File: src/hdl/rmc_pkg.sv
// Shared constants, types and helpers for the range-match CAM search block.
package rmc_pkg;

  // Array geometry
  localparam int unsigned ROWS       = 256;
  localparam int unsigned COLUMNS    = 32;
  localparam int unsigned VALUE_BITS = 8;

  // One cell of the chain covers one 64-row word
  localparam int unsigned LANES  = 64;
  localparam int unsigned LANE_W = $clog2(LANES);
  localparam int unsigned WORDS  = (ROWS + LANES - 1) / LANES;
  localparam int unsigned WIDX_W = (WORDS > 1) ? $clog2(WORDS) : 1;
  localparam int unsigned COL_AW = (COLUMNS > 1) ? $clog2(COLUMNS) : 1;

  // Port field widths
  localparam int unsigned OP_W    = 2;
  localparam int unsigned ROW_W   = 8;
  localparam int unsigned COL_W   = 5;
  localparam int unsigned BOUND_W = 8;
  localparam int unsigned EIDX_W  = 2;
  localparam int unsigned MASK_W  = 64;
  localparam int unsigned OIDX_W  = 2;

  // Width used to compare a word select against a cell index
  localparam int unsigned RSEL_HI = ROW_W - LANE_W;
  localparam int unsigned RSEL_W  = (WIDX_W > RSEL_HI) ?
                                    ((WIDX_W > EIDX_W) ? WIDX_W : EIDX_W) :
                                    ((RSEL_HI > EIDX_W) ? RSEL_HI : EIDX_W);
  localparam int unsigned VB_EXT_W = (VALUE_BITS > BOUND_W) ? VALUE_BITS : BOUND_W;

  // Operation codes
  localparam logic [OP_W-1:0] OP_PROGRAM = 2'd0;
  localparam logic [OP_W-1:0] OP_ENABLE  = 2'd1;
  localparam logic [OP_W-1:0] OP_QUERY   = 2'd2;

  typedef logic [VALUE_BITS-1:0] value_t;

  // One stored threshold cell
  typedef struct packed {
    value_t lo;
    value_t hi;
    logic   lo_open;
    logic   hi_open;
  } thr_t;

  // Item travelling down the chain, with the match words gathered so far
  typedef struct packed {
    logic [OP_W-1:0]               op;
    logic [ROW_W-1:0]              row;
    logic [COL_W-1:0]              col;
    logic [BOUND_W-1:0]            lo;
    logic [BOUND_W-1:0]            hi;
    logic                          lo_open;
    logic                          hi_open;
    logic [EIDX_W-1:0]             en_idx;
    logic [MASK_W-1:0]             mask;
    logic [BOUND_W-1:0]            qval;
    logic                          wild;
    logic                          last;
    logic [WORDS-1:0][LANES-1:0]   words;
  } tok_t;

  // Low VALUE_BITS bits of an 8-bit field, zero-extended where wider
  function automatic value_t to_value(input logic [BOUND_W-1:0] x);
    logic [VB_EXT_W-1:0] e;
    e = VB_EXT_W'(x);
    return e[VALUE_BITS-1:0];
  endfunction

endpackage

File: src/hdl/rmc_emit.sv
// Result serialiser: holds a finished query's words and sends one per transfer.
module rmc_emit (
  input  logic                          clk_i,
  input  logic                          rst_ni,
  input  logic                          tail_vld_i,
  input  rmc_pkg::tok_t                 tail_tok_i,
  output logic                          adv_o,
  output logic                          out_valid_o,
  input  logic                          out_stall_i,
  output logic [rmc_pkg::OIDX_W-1:0]    match_word_index_o,
  output logic [rmc_pkg::MASK_W-1:0]    match_bits_o,
  output logic                          last_word_o
);

  logic                                    emit;
  logic                                    load;
  logic                                    xfer;
  logic                                    busy_q;
  logic [rmc_pkg::WIDX_W-1:0]              cnt_q;
  logic [rmc_pkg::WORDS-1:0][rmc_pkg::LANES-1:0] words_q;

  assign emit  = tail_vld_i && (tail_tok_i.op == rmc_pkg::OP_QUERY) && tail_tok_i.last;
  assign adv_o = !(emit && busy_q);
  assign load  = emit && !busy_q;
  assign xfer  = busy_q && !out_stall_i;

  assign out_valid_o        = busy_q;
  assign match_word_index_o = rmc_pkg::OIDX_W'(cnt_q);
  assign match_bits_o       = rmc_pkg::MASK_W'(words_q[0]);
  assign last_word_o        = cnt_q == rmc_pkg::WIDX_W'(rmc_pkg::WORDS - 1);

  always_ff @(posedge clk_i or negedge rst_ni) begin
    if (!rst_ni) begin
      busy_q <= 1'b0;
      cnt_q  <= '0;
    end else if (load) begin
      busy_q <= 1'b1;
      cnt_q  <= '0;
    end else if (xfer) begin
      if (last_word_o) begin
        busy_q <= 1'b0;
      end else begin
        cnt_q <= cnt_q + 1'b1;
      end
    end
  end

  // words shift down so the current one always sits at the bottom
  always_ff @(posedge clk_i) begin
    if (load) begin
      words_q <= tail_tok_i.words;
    end else if (xfer) begin
      for (int i = 0; i < rmc_pkg::WORDS - 1; i++) begin
        words_q[i] <= words_q[i+1];
      end
    end
  end

endmodule

File: config.mk
export PLATFORM = sky130hd
export DESIGN_NAME = rmc_emit
export DESIGN_NICKNAME = d
export VERILOG_FILES = /design/src/hdl/rmc_pkg.sv /design/src/hdl/rmc_emit.sv
export SDC_FILE = /design/constraint.sdc
export NUM_CORES = 1
export LEC_CHECK = 0
export ABC_AREA = 1
export BUFFER_PORTS_ARGS = -buffer_cell sky130_fd_sc_hd__buf_2
export CAP_MARGIN = 20
export CORE_AREA = 2 2 168 170
export CTS_BUF_LIST = sky130_fd_sc_hd__clkbuf_8
export DETAILED_ROUTE_END_ITERATION = 8
export DIE_AREA = 0 0 170 172
export HOLD_SLACK_MARGIN = 0.06
export PLACE_DENSITY = 0.75
export SLEW_MARGIN = 40
export SYNTH_ARGS = -nofsm -noshare
export SYNTH_HDL_FRONTEND = slang
export SYNTH_SLANG_ARGS = --single-unit
export TNS_END_PERCENT = 10
File: constraint.sdc
create_clock -name clk_i -period 15 [get_ports clk_i]
set_clock_uncertainty 0.2 [all_clocks]
set_input_delay 2.25 -clock clk_i [delete_from_list [all_inputs] [get_ports clk_i]]
set_output_delay 2.25 -clock clk_i [all_outputs]
set_load 0.05 [all_outputs]
==> results.txt <==
status = finished, final reports clean
slowest CP cell = buf_2
final worst path period share = 36.0%
CP Max Fanout = 2
max_slew headroom = 43.0%
number of cells produced by synthesis = 990
#FFs+latches synth = 259
Power per Cell Area = 146 mW/mm^2
Clock Sinks = 259
DRT Wirelength = 25.2 mm
first-pass GRT wire length = 37.6 mm
number of buffers added on ports = 331
Final Setup Violations = 0
Clock Power Share = 28.5%
number of global-route vias before repair = 7346
CP Capture Type = primary output
Switching Fraction = 32.0%
nets@finish = 1618
cts hold-fix bufs = 0
sequential share of power = 49.6%
Post-Route M1 WL = 10.3 mm
Ports = 438
max layer used = met5
Fin. Hold Viols = 0
post-route ant nets = 0
Post-CTS Setup Bufs = 0
DR WL met2 = 12.0 mm
CTS tree = yes
post-layout min period = 5.40 ns
Clock Tree Buf Depth = 3
Least-Margin Pin Slew = 0.855 ns
hold crit path type = reg -> reg
CTS H-tree lvls = 2
pin count of the biggest net entering global routing = 193
Post-Syn Nets = 1360
synthesized cell area = 0.0111 sq mm
CTS root buf = clkbuf_8
max-slew violation count = 0
Clk Latency, worst-skew pair = 0.53 ns
f_max = 0.185 GHz
total negative slack = 0 ns
Logic pwr share = 22.0%
Leak = 5.91 nW
Synth warnings = 0
full die area = 0.0292 sq mm
die height = 172 microns
syn_area_per_cell = 11.2 sq um
Min Hold Slack = 0.303 ns
All-Layer GR Usage = 16.3%
DIE WIDTH = 170 microns
drt first pass iters = 5
area grow syn2layout = 19.4%
Worst-path clk slew = 0.06 ns
critical path class = in -> out
vias per cell = 4.82
Worst EP arrival = 2.95 ns
total length of routed met3 wires = 2.17 mm
CP cell instances = buf_2, nand2_1, nor2_4, nand2_1, buf_2
Psw = 623 uW
core area = 0.0275 sq mm
Internal = 1.32 mW
layout cells sized above 1 = 30.8%
Critical Path Source Type = primary input
initial core utilization = 40.5%
Num CTS Buffers = 44
Wirelength per Cell = 15.6 microns
Unique masters post-synth = 15
RSZ-0062 raised after global routing = no
peak supply drop = 154 uV
total grt overflow = 0
routability cong. = 0.805
Crit path largest cell delay = 0.21 ns
DR iter-0 viols = 645
Std-Cell Rows = 61
antenna violations before repair = 4
WP data required = 12.55 ns
via count = 7817
post_cts resized = 0
HPWL Detailed = 16.5 mm
Max-Cap Viols = 0
sequential element share of the synthesized area = 69.8%
DRC violations left = 0
-- per-stage QoR --
step / setup WS (ns) / power, mW / instances / util [%] / instance area (sq um)
after global placement: 9.60 / 1.39 / 1547 / 45.5 / 12500
after floorplan: 3.36 / 1.36 / 990 / - / 11100
final: 9.60 / 1.95 / 1621 / 48.4 / 13300
after detailed placement: 9.60 / 1.41 / 1548 / 45.6 / 12500
after global routing: 9.55 / 2.04 / 1621 / 48.4 / 13300
after CTS: 9.60 / 1.97 / 1620 / 48.3 / 13300
-- layout by cell type (no fill, tap or decap), drive strengths merged --
master / Yosys / layout
buf: 120 / 339
bufinv: 0 / 1
clkbuf: 7 / 45
clkinv: 0 / 11
dfrtp: 3 / 3
diode: 0 / 1
edfxtp: 256 / 256
ha: 1 / 1
inv: 9 / 24
nand2: 392 / 392
nand3: 194 / 194
nand4: 1 / 1
nor2: 5 / 5
o21ai: 2 / 2
-- cell families after synthesis --
| kind of cell | after synthesis | share of synthesized area, % |
|---|---|---|
| compound gates | 2 | 0.0900 |
| fa+ha+maj | 1 | 0.112 |
| simple gates | 592 | 22.2 |
| flops | 259 | 69.8 |
| buf+inv | 136 | 7.78 |
-- power groups by stage --
stage	clock network, mW	registers (mW)	logic (mW)
detailed placement	0	0.979	0.430
floorplan	0	1.03	0.330
global placement	0	0.977	0.418
CTS	0.575	0.965	0.432
global route	0.606	0.973	0.465
finish	0.554	0.964	0.427
-- per-layer routing --
layer	vias to the layer above	track usage (%)
met3	56	4.78
met5	-	0
met4	6	5.91
li1	3839	-
met1	3586	21.3
met2	330	26.1
-- Yosys cell counts --
cell / instances / area share [%]
nor2_1: 4 / 0.13
dfrtp_1: 3 / 0.67
clkbuf_1: 7 / 0.24
buf_4: 82 / 5.5
nand3_2: 1 / 0.090
nand4_1: 1 / 0.056
buf_2: 38 / 1.7
inv_2: 1 / 0.034
ha_1: 1 / 0.11
inv_1: 8 / 0.27
nor2_2: 1 / 0.056
edfxtp_1: 256 / 69
nand2_1: 392 / 13
o21ai_0: 2 / 0.090
nand3_1: 193 / 8.7
-- sequential cells by signal, indices dropped and copies added, names as in the netlist --
signal,count
match_word_index_o,2
match_bits_o,64
out_valid_o,1
words_q,192
-- critical path, delay by kind of cell --
kind	cells	cell delay, ns
buffers and inverters	2	0.32
AND/OR/NAND/NOR	3	0.37
-- final timing paths --
path                         startpoint               endpoint  slack (ns)  cells after the start
max reg2reg                 out_valid_o       match_bits_o[10]       12.39                      5
max in group asynchronous        rst_ni  match_word_index_o[0]       13.18                      1
min                        words_q[184]           words_q[120]        0.30                      2
min reg2reg                words_q[184]           words_q[120]        0.30                      2
min in group asynchronous        rst_ni            out_valid_o        1.31                      1
max                          tail_vld_i                  adv_o        9.60                      5
-- cell type report --
type,instances,area [sq um]
clock buffers,45,619
clock inverters,27,131
multi-input cells,595,2520
diodes,1,2.50
well taps,346,433
fillers,2512,14200
flip-flops and latches,259,7760
inverters,9,40.0
repair buffers,339,1780
Note: power is estimated with default switching activity, not from simulation.
